### src/rtl/core/asrs_pkg.sv
package asrs_pkg;

  localparam int CLK_W    = 28;
  localparam int RATE_W   = 24;
  localparam int CYC_W    = 10;
  localparam int PROD_W   = CYC_W + RATE_W;
  localparam int LG_W     = 4;
  localparam int SH_W     = 3;
  localparam int IDX_W    = 3;
  localparam int PC_W     = 4;
  localparam int TABLE_SIZE = 8;

  localparam logic [CLK_W-1:0] CLOCK_RESET = 28'd80000000;

  localparam logic [CYC_W-1:0] CYCLE_TABLE [TABLE_SIZE] = '{
    10'd15, 10'd19, 10'd25, 10'd37, 10'd60, 10'd105, 10'd260, 10'd653
  };

  // program step addresses
  localparam logic [PC_W-1:0] STEP_IDLE     = 4'd0;
  localparam logic [PC_W-1:0] STEP_MUL      = 4'd1;
  localparam logic [PC_W-1:0] STEP_DIVQ     = 4'd2;
  localparam logic [PC_W-1:0] STEP_WAITQ    = 4'd3;
  localparam logic [PC_W-1:0] STEP_RATIO    = 4'd4;
  localparam logic [PC_W-1:0] STEP_DIVS     = 4'd5;
  localparam logic [PC_W-1:0] STEP_WAITS    = 4'd6;
  localparam logic [PC_W-1:0] STEP_COMPARE  = 4'd7;
  localparam logic [PC_W-1:0] STEP_OUT_WAIT = 4'd8;
  localparam logic [PC_W-1:0] STEP_OUT_LOAD = 4'd9;

  typedef enum logic [2:0] {
    COND_NEVER,
    COND_ALWAYS,
    COND_NO_INPUT,
    COND_ZERO_RATE,
    COND_DIV_BUSY,
    COND_MORE,
    COND_OUT_FULL
  } cond_t;

  typedef struct packed {
    cond_t           cond;
    logic [PC_W-1:0] target;
    logic            clr_best;
    logic            ld_prod;
    logic            div_q;
    logic            div_s;
    logic            ld_ratio;
    logic            upd_best;
    logic            ld_out;
  } uword_t;

  function automatic logic [LG_W-1:0] pick_lg(input logic [CLK_W-1:0] q);
    logic [LG_W-1:0] lg;
    if      (q > 28'd128) lg = 4'd8;
    else if (q > 28'd64)  lg = 4'd7;
    else if (q > 28'd32)  lg = 4'd6;
    else if (q > 28'd16)  lg = 4'd5;
    else if (q > 28'd8)   lg = 4'd4;
    else if (q > 28'd4)   lg = 4'd3;
    else if (q > 28'd2)   lg = 4'd2;
    else if (q > 28'd0)   lg = 4'd1;
    else                  lg = 4'd0;
    return lg;
  endfunction

  function automatic logic [SH_W-1:0] pick_sh(input logic [CLK_W-1:0] q);
    logic [SH_W-1:0] sh;
    if      (q > 28'd128) sh = 3'd4;
    else if (q > 28'd64)  sh = 3'd3;
    else if (q > 28'd32)  sh = 3'd2;
    else if (q > 28'd16)  sh = 3'd1;
    else                  sh = 3'd0;
    return sh;
  endfunction

endpackage

### src/rtl/core/asrs_ucode_rom.sv
module asrs_ucode_rom
  import asrs_pkg::*;
(
  input  logic [PC_W-1:0] pc,
  output uword_t          uword
);

  always_comb begin
    uword = '{cond: COND_ALWAYS, target: STEP_IDLE, default: 1'b0};
    case (pc)
      STEP_IDLE: begin
        uword.cond     = COND_NO_INPUT;
        uword.target   = STEP_IDLE;
        uword.clr_best = 1'b1;
      end
      STEP_MUL: begin
        uword.cond    = COND_ZERO_RATE;
        uword.target  = STEP_OUT_WAIT;
        uword.ld_prod = 1'b1;
      end
      STEP_DIVQ: begin
        uword.cond  = COND_NEVER;
        uword.div_q = 1'b1;
      end
      STEP_WAITQ: begin
        uword.cond   = COND_DIV_BUSY;
        uword.target = STEP_WAITQ;
      end
      STEP_RATIO: begin
        uword.cond     = COND_NEVER;
        uword.ld_ratio = 1'b1;
      end
      STEP_DIVS: begin
        uword.cond  = COND_NEVER;
        uword.div_s = 1'b1;
      end
      STEP_WAITS: begin
        uword.cond   = COND_DIV_BUSY;
        uword.target = STEP_WAITS;
      end
      STEP_COMPARE: begin
        uword.cond     = COND_MORE;
        uword.target   = STEP_MUL;
        uword.upd_best = 1'b1;
      end
      STEP_OUT_WAIT: begin
        uword.cond   = COND_OUT_FULL;
        uword.target = STEP_OUT_WAIT;
      end
      STEP_OUT_LOAD: begin
        uword.cond   = COND_ALWAYS;
        uword.target = STEP_IDLE;
        uword.ld_out = 1'b1;
      end
      default: begin
        uword.cond   = COND_ALWAYS;
        uword.target = STEP_IDLE;
      end
    endcase
  end

endmodule

### src/rtl/core/asrs_divider.sv
module asrs_divider
  import asrs_pkg::*;
(
  input  logic              clk,
  input  logic              rst,
  input  logic              start,
  input  logic [CLK_W-1:0]  dividend,
  input  logic [PROD_W-1:0] divisor,
  output logic              busy,
  output logic [CLK_W-1:0]  quotient
);

  localparam int CNT_W = $clog2(CLK_W + 1);

  logic [CNT_W-1:0]  cnt;
  logic [PROD_W-1:0] rem;
  logic [PROD_W-1:0] dsr;
  logic [PROD_W:0]   trial;
  logic [PROD_W:0]   diff;
  logic              ge;

  // restoring division, one quotient bit per cycle, msb first
  always_comb begin
    trial = {rem, quotient[CLK_W-1]};
    ge    = trial >= {1'b0, dsr};
    diff  = trial - {1'b0, dsr};
  end

  always_ff @(posedge clk) begin
    if (rst) begin
      busy <= 1'b0;
      cnt  <= '0;
    end else if (start) begin
      busy <= 1'b1;
      cnt  <= CNT_W'(CLK_W);
    end else if (busy) begin
      cnt <= cnt - 1'b1;
      if (cnt == CNT_W'(1)) busy <= 1'b0;
    end
  end

  always_ff @(posedge clk) begin
    if (start) begin
      rem      <= '0;
      dsr      <= divisor;
      quotient <= dividend;
    end else if (busy) begin
      rem      <= ge ? diff[PROD_W-1:0] : trial[PROD_W-1:0];
      quotient <= {quotient[CLK_W-2:0], ge};
    end
  end

endmodule

### src/rtl/core/adc_sample_rate_solver.sv
// channel   direction  fields
// cfg       in         cfg_data (core clock in hertz)
// in        in         sample_rate
// out       out        time_index, oversample_enable, ratio_log2, right_shift,
//                      achieved_rate, zero_rate_error
//
// a candidate waits twice on the shared bit-serial divider (28-bit quotient)
// plus five control steps; up to eight candidates are tried for each
// accepted request
// a zero request skips the candidate search
// reset is synchronous; the clock register returns to 80 MHz
// a new request is taken only while the sequencer idles; a finished
// transaction waits in the output register while the next one is solved,
// and the sequencer stalls before loading while that transaction is unaccepted
module adc_sample_rate_solver
  import asrs_pkg::*;
#(
  parameter int NUM_CYCLE_OPTIONS = 8
) (
  input  logic              clk,
  input  logic              rst,
  input  logic              cfg_valid,
  output logic              cfg_ready,
  input  logic [CLK_W-1:0]  cfg_data,
  input  logic              in_valid,
  output logic              in_ready,
  input  logic [RATE_W-1:0] sample_rate,
  output logic              out_valid,
  input  logic              out_ready,
  output logic [IDX_W-1:0]  time_index,
  output logic              oversample_enable,
  output logic [LG_W-1:0]   ratio_log2,
  output logic [SH_W-1:0]   right_shift,
  output logic [CLK_W-1:0]  achieved_rate,
  output logic              zero_rate_error
);

  localparam int LastIdx =
    ((NUM_CYCLE_OPTIONS > TABLE_SIZE) ? TABLE_SIZE : NUM_CYCLE_OPTIONS) - 1;

  logic [PC_W-1:0]   pc;
  logic [PC_W-1:0]   pc_next;
  uword_t            uw;
  logic              take;

  logic [CLK_W-1:0]  core_clock;
  logic [RATE_W-1:0] rate;
  logic [IDX_W-1:0]  idx;
  logic [CYC_W-1:0]  cyc;
  logic [PROD_W-1:0] prod;
  logic [LG_W-1:0]   lg;
  logic [SH_W-1:0]   sh;
  logic              have;
  logic [CLK_W-1:0]  best_diff;
  logic [IDX_W-1:0]  best_idx;
  logic [LG_W-1:0]   best_lg;
  logic [SH_W-1:0]   best_sh;
  logic [CLK_W-1:0]  best_speed;

  logic              div_start;
  logic [PROD_W-1:0] div_divisor;
  logic              div_busy;
  logic [CLK_W-1:0]  div_quo;
  logic [CLK_W-1:0]  rate_ext;
  logic [CLK_W-1:0]  diff;
  logic              more;

  asrs_ucode_rom u_rom (
    .pc    (pc),
    .uword (uw)
  );

  asrs_divider u_div (
    .clk      (clk),
    .rst      (rst),
    .start    (div_start),
    .dividend (core_clock),
    .divisor  (div_divisor),
    .busy     (div_busy),
    .quotient (div_quo)
  );

  assign cfg_ready = 1'b1;
  assign in_ready  = (pc == STEP_IDLE);
  assign cyc       = CYCLE_TABLE[idx];
  assign more      = (idx != IDX_W'(LastIdx));
  assign div_start = uw.div_q | uw.div_s;
  // speed divisor is cycles times ratio
  assign div_divisor = uw.div_s ? (PROD_W'(cyc) << lg) : prod;
  assign rate_ext  = CLK_W'(rate);
  assign diff      = (div_quo > rate_ext) ? (div_quo - rate_ext) : (rate_ext - div_quo);

  always_comb begin
    case (uw.cond)
      COND_NEVER:     take = 1'b0;
      COND_ALWAYS:    take = 1'b1;
      COND_NO_INPUT:  take = !in_valid;
      COND_ZERO_RATE: take = (rate == '0);
      COND_DIV_BUSY:  take = div_busy;
      COND_MORE:      take = more;
      COND_OUT_FULL:  take = out_valid && !out_ready;
      default:        take = 1'b0;
    endcase
    pc_next = take ? uw.target : pc + 1'b1;
  end

  always_ff @(posedge clk) begin
    if (rst) begin
      pc         <= STEP_IDLE;
      core_clock <= CLOCK_RESET;
      out_valid  <= 1'b0;
      idx        <= '0;
      have       <= 1'b0;
    end else begin
      pc <= pc_next;
      if (cfg_valid && cfg_ready) core_clock <= cfg_data;
      if (uw.clr_best) begin
        idx  <= '0;
        have <= 1'b0;
      end
      if (uw.upd_best) begin
        have <= 1'b1;
        if (more) idx <= idx + 1'b1;
      end
      if (uw.ld_out) out_valid <= 1'b1;
      else if (out_ready) out_valid <= 1'b0;
    end
  end

  always_ff @(posedge clk) begin
    if (in_valid && in_ready) rate <= sample_rate;
    if (uw.ld_prod) prod <= PROD_W'(rate) * PROD_W'(cyc);
    if (uw.ld_ratio) begin
      lg <= pick_lg(div_quo);
      sh <= pick_sh(div_quo);
    end
    // strict compare keeps the earlier candidate on a tie
    if (uw.upd_best && (!have || diff < best_diff)) begin
      best_diff  <= diff;
      best_idx   <= idx;
      best_lg    <= lg;
      best_sh    <= sh;
      best_speed <= div_quo;
    end
    if (uw.ld_out) begin
      if (rate == '0) begin
        time_index        <= '0;
        oversample_enable <= 1'b0;
        ratio_log2        <= '0;
        right_shift       <= '0;
        achieved_rate     <= '0;
        zero_rate_error   <= 1'b1;
      end else begin
        time_index        <= best_idx;
        oversample_enable <= (best_lg != '0);
        ratio_log2        <= best_lg;
        right_shift       <= best_sh;
        achieved_rate     <= best_speed;
        zero_rate_error   <= 1'b0;
      end
    end
  end

  a_load_empty: assert property (@(posedge clk) disable iff (rst)
    (pc == STEP_OUT_LOAD) |-> !out_valid)
    else $error("output register overwritten while full");

  a_div_in_wait: assert property (@(posedge clk) disable iff (rst)
    div_busy |-> (pc == STEP_WAITQ || pc == STEP_WAITS))
    else $error("divider busy outside a wait step");

  a_zero_fields: assert property (@(posedge clk) disable iff (rst)
    (out_valid && zero_rate_error) |-> (achieved_rate == '0 && ratio_log2 == '0))
    else $error("zero request with nonzero result");

  a_enable_match: assert property (@(posedge clk) disable iff (rst)
    (out_valid && !zero_rate_error) |-> (oversample_enable == (ratio_log2 != '0)))
    else $error("oversample enable disagrees with ratio");

  a_shift_ratio: assert property (@(posedge clk) disable iff (rst)
    (out_valid && right_shift != '0) |-> (ratio_log2 >= 4'd5))
    else $error("shift without a large enough ratio");

endmodule
### config.mk
export PLATFORM = sky130hd
export DESIGN_NAME = adc_sample_rate_solver
export DESIGN_NICKNAME = d
export VERILOG_FILES = /design/src/rtl/core/asrs_pkg.sv /design/src/rtl/core/asrs_ucode_rom.sv /design/src/rtl/core/asrs_divider.sv /design/src/rtl/core/adc_sample_rate_solver.sv
export SDC_FILE = /design/constraint.sdc
export NUM_CORES = 1
export LEC_CHECK = 0
export BUFFER_PORTS_ARGS = -buffer_cell sky130_fd_sc_hd__buf_2
export CORE_MARGIN = 3
export CORE_UTILIZATION = 50
export CTS_BUF_LIST = sky130_fd_sc_hd__clkbuf_4
export DETAILED_ROUTE_END_ITERATION = 10
export PLACE_DENSITY = 0.67
export SLEW_MARGIN = 25
export SYNTH_ARGS = -nofsm -noshare
export SYNTH_HDL_FRONTEND = slang
export SYNTH_HIERARCHICAL = 1
export SYNTH_SLANG_ARGS = --single-unit
### constraint.sdc
create_clock -name clk -period 12.6 [get_ports clk]
set_input_delay 1.26 -clock clk [delete_from_list [all_inputs] [get_ports clk]]
set_output_delay 1.26 -clock clk [all_outputs]
set_load 0.1 [all_outputs]
==> summary.md <==
| Metric | Value |
|---|---|
| Status | complete, no violations |
| Hold_buf cts | 0 |
| Setup TNS | 0 ns |
| Startpoint types | register |
| Fillers | 4455 |
| Synth top area share | 0.277 |
| GP Congestion | ~0.89 |
| Number of setup buffers added after CTS | 0 |
| EDFF count, synth | 230 |
| Full die area | 52600 um^2 |
| Drt first-iter violations | 1278 |
| Largest net degree at the start of global routing | 78 |
| Root buf cell | clkbuf_4 |
| Most frequent cells after synthesis | inv_1, edfxtp_1, nand2_1, nor2_1, ha_1 |
| First-pass GRT wire length | approximately 100000 um |
| Layout cells sized above 1 | 0.121 |
| Post-synthesis cell count | 2561 |
| Main synth FF type | edfxtp_1 |
| Drt wl/cell | between 15 and 20 um |
| Period minus WS final | ~8 ns |
| Relative slew slack | 0.337 |
| Port Buffers | between 90 and 100 |
| Count leader, synth | inv_1 |
| Register bit count reported by yosys | 307 |
| Crit. End Element | register |
| FP Rows | about 80 |
| Post-DRT Antenna Nets | 0 |
| Critical-path top delay cell | a2111oi_0 |
| First-pass DRT Iterations | 5 |
| Most Crowded Layer GR | met2 |
| Critical Setup Path Class | reg2reg |
| Syn_area_per_cell | 9.73 um^2 |
| CTS resizes | 0 |
| CP delay by family, top | adder cells |
| Synth Cell Area | around 25000 um^2 |
| Clk_lat worst skew | 0.84 ns |
| Largest stage delay, worst path | 0.86 ns |
| CTS Buffer Depth | 3 |
| Critical Path AT | between 8 and 9 ns |
| Sequential share of the synthesized area | 0.339 |
| DR DRC count | 0 |
| Worst Max-Slew Pin Slew | 0.992 ns |
| Area contributors post-synth | edfxtp_1, fa_1, ha_1, dfxtp_1, inv_1 |
| Reg clk slew, reported paths | ~0.070 ns |
| HP Class | reg2reg |
| Final nets | 3057 |
| Final hold violation count | 0 |
| Via count | 18945 |
| Data required, critical path | roughly 13 ns |
| Core box area | 49100 um^2 |
| Die X | 229 um |
| Net count after synthesis | 2983 |
| Vias per cell | 5.62 |
| Clock sinks | about 310 |
| Slew Viols, Final | 0 |
| Fmax | 126 MHz |
| Grt met1 use | 0.346 |
| Distinct cells, synth | 88 |
| Count of final setup violators | 0 |
| Cells along the critical path | inv_1 -> ha_1 -> nor3_1 -> a21oi_4 -> nand2_1 -> fa_1 -> inv_1 -> fa_1 -> inv_1 -> fa_1 -> inv_1 -> fa_1 -> inv_1 -> fa_1 -> inv_1 -> ha_1 -> a21oi_1 -> o22ai_1 -> nor3_1 -> a21oi_1 -> a2111oi_0 -> o21ai_0 -> o311ai_0 |
| Initial Util | 0.508 |
| Cell taking the most area after synthesis | edfxtp_1 |
| Gr ovfl total | 0 |
| Antenna violations before repair | 3 |
| Die height | 229 um |
| H-tree depth | 3 |
| I/O pin total | 100 |
| M3 GR Usage | 0.0474 |
| Met2 Use GR | 0.377 |
| Post-DP HPWL | 48300 um |
| P&R area growth vs syn | 8.20% |
| Clock Skews | roughly 0.065 ns |
| CP Max Fanout | 26 |
| Tot GR Track Use | 0.242 |
| Most used cell along the critical path | inv_1 |
| Max Cap Violations | 0 |
| Ys async rst share | 0 |
| CTS tree | built |
| Synth warnings | 6 |
| Bufs and invs on worst path | 6 |
| RSZ-0062 raised after global routing | no |
| Inserted Clock Buffers | 84 |
| Vias in the first global route | ~19000 |
| Fin crit share | 0.631 |
| Final WL | 62900 um |
==> cell usage in the layout (no fill, tap or decap), drive strengths merged, types with 61 or more instances in the layout <==
| cell | instances |
|---|---|
| clkbuf | 132 |
| a21oi | 168 |
| nor2 | 195 |
| fa | 174 |
| mux2i | 67 |
| edfxtp | 230 |
| dfxtp | 77 |
| xnor2 | 61 |
| o21ai | 91 |
| ha | 191 |
| inv | 324 |
| buf | 116 |
| nor2b | 73 |
| nand2 | 218 |
==> per-stage QoR <==
| stage | cells | instance area (um^2) | hold slack, ns | utilization | worst slack, ns |
|---|---|---|---|---|---|
| 3_3_place_gp | 3213 | 25800 | 0.404 | 0.526 | 4.69 |
| 6_report | 3372 | 27000 | 0.420 | 0.550 | 4.64 |
| 2_1_floorplan | 2561 | 24900 | 0.400 | - | 5.41 |
| 4_1_cts | 3369 | 27000 | 0.422 | 0.550 | 4.60 |
| 5_1_grt | 3372 | 27000 | 0.426 | 0.550 | 4.01 |
| 3_5_place_dp | 3213 | 25800 | 0.407 | 0.526 | 4.72 |
==> kinds of logic after synthesis <==
| logic type | synth area share |
|---|---|
| other | 0.000150 |
| buffers and inverters | 0.0730 |
| xor gates and xnor gates | 0.0337 |
| and+or+nand+nor | 0.140 |
| adders and majority gates | 0.236 |
| muxes | 0.0429 |
| DFF | 0.339 |
| AOI/OAI and AO/OA | 0.136 |
==> registers in the layout, summed over array words and instances (netlist names), 3 cells and up <==
signal          cells
core_clock         28
best_speed         28
ratio_log2          4
prod               34
u_div/dsr          34
u_div/quotient     28
best_idx            3
best_lg             4
lg                  4
rate               24
achieved_rate      28
pc                  4
time_index          3
u_div/rem          34
u_div/cnt           5
best_diff          28
idx                 3
==> worst paths after layout <==
path	slack, ns	cells after the start	start	end
worst max-delay path	4.64	23	idx[0]	prod[33]
worst min-delay path	0.42	0	sh[0]	best_sh[0]
worst max register to register	4.64	23	idx[0]	prod[33]
worst min register to register	0.42	0	sh[0]	best_sh[0]
==> layout make-up <==
type,count,area (um^2),share of cell area
Antenna cell,3,7.51,0.000278
Tap cell,664,831,0.0308
Clock inverter,24,159,0.00589
Timing Repair Buffer,116,626,0.0232
Inverter,320,1200,0.0445
Sequential cell,307,8450,0.313
Clock buffer,132,991,0.0367
Multi-Input combinational cell,1806,14700,0.545
==> worst reg2reg max path, cell delays in order, from the launching register on <==
cell and delay (ns):
dfxtp_1 0.37, inv_1 0.37, ha_1 0.62, nor3_1 0.16
a21oi_4 0.63, nand2_1 0.18, fa_1 0.56, inv_1 0.05
fa_1 0.50, inv_1 0.05, fa_1 0.47, inv_1 0.05
fa_1 0.53, inv_1 0.05, fa_1 0.53, inv_1 0.04
ha_1 0.35, a21oi_1 0.15, o22ai_1 0.10, nor3_1 0.15
a21oi_1 0.18, a2111oi_0 0.86, o21ai_0 0.35, o311ai_0 0.42
==> layer usage <==
layer	up-vias	routed length, um
li1	9004	-
met1	9209	28600
met2	645	28400
met3	85	4570
met4	2	1310
met5	-	13
Power is not shown: default switching activity piles up to over one toggle a cycle in this logic, so the estimate is an artifact.
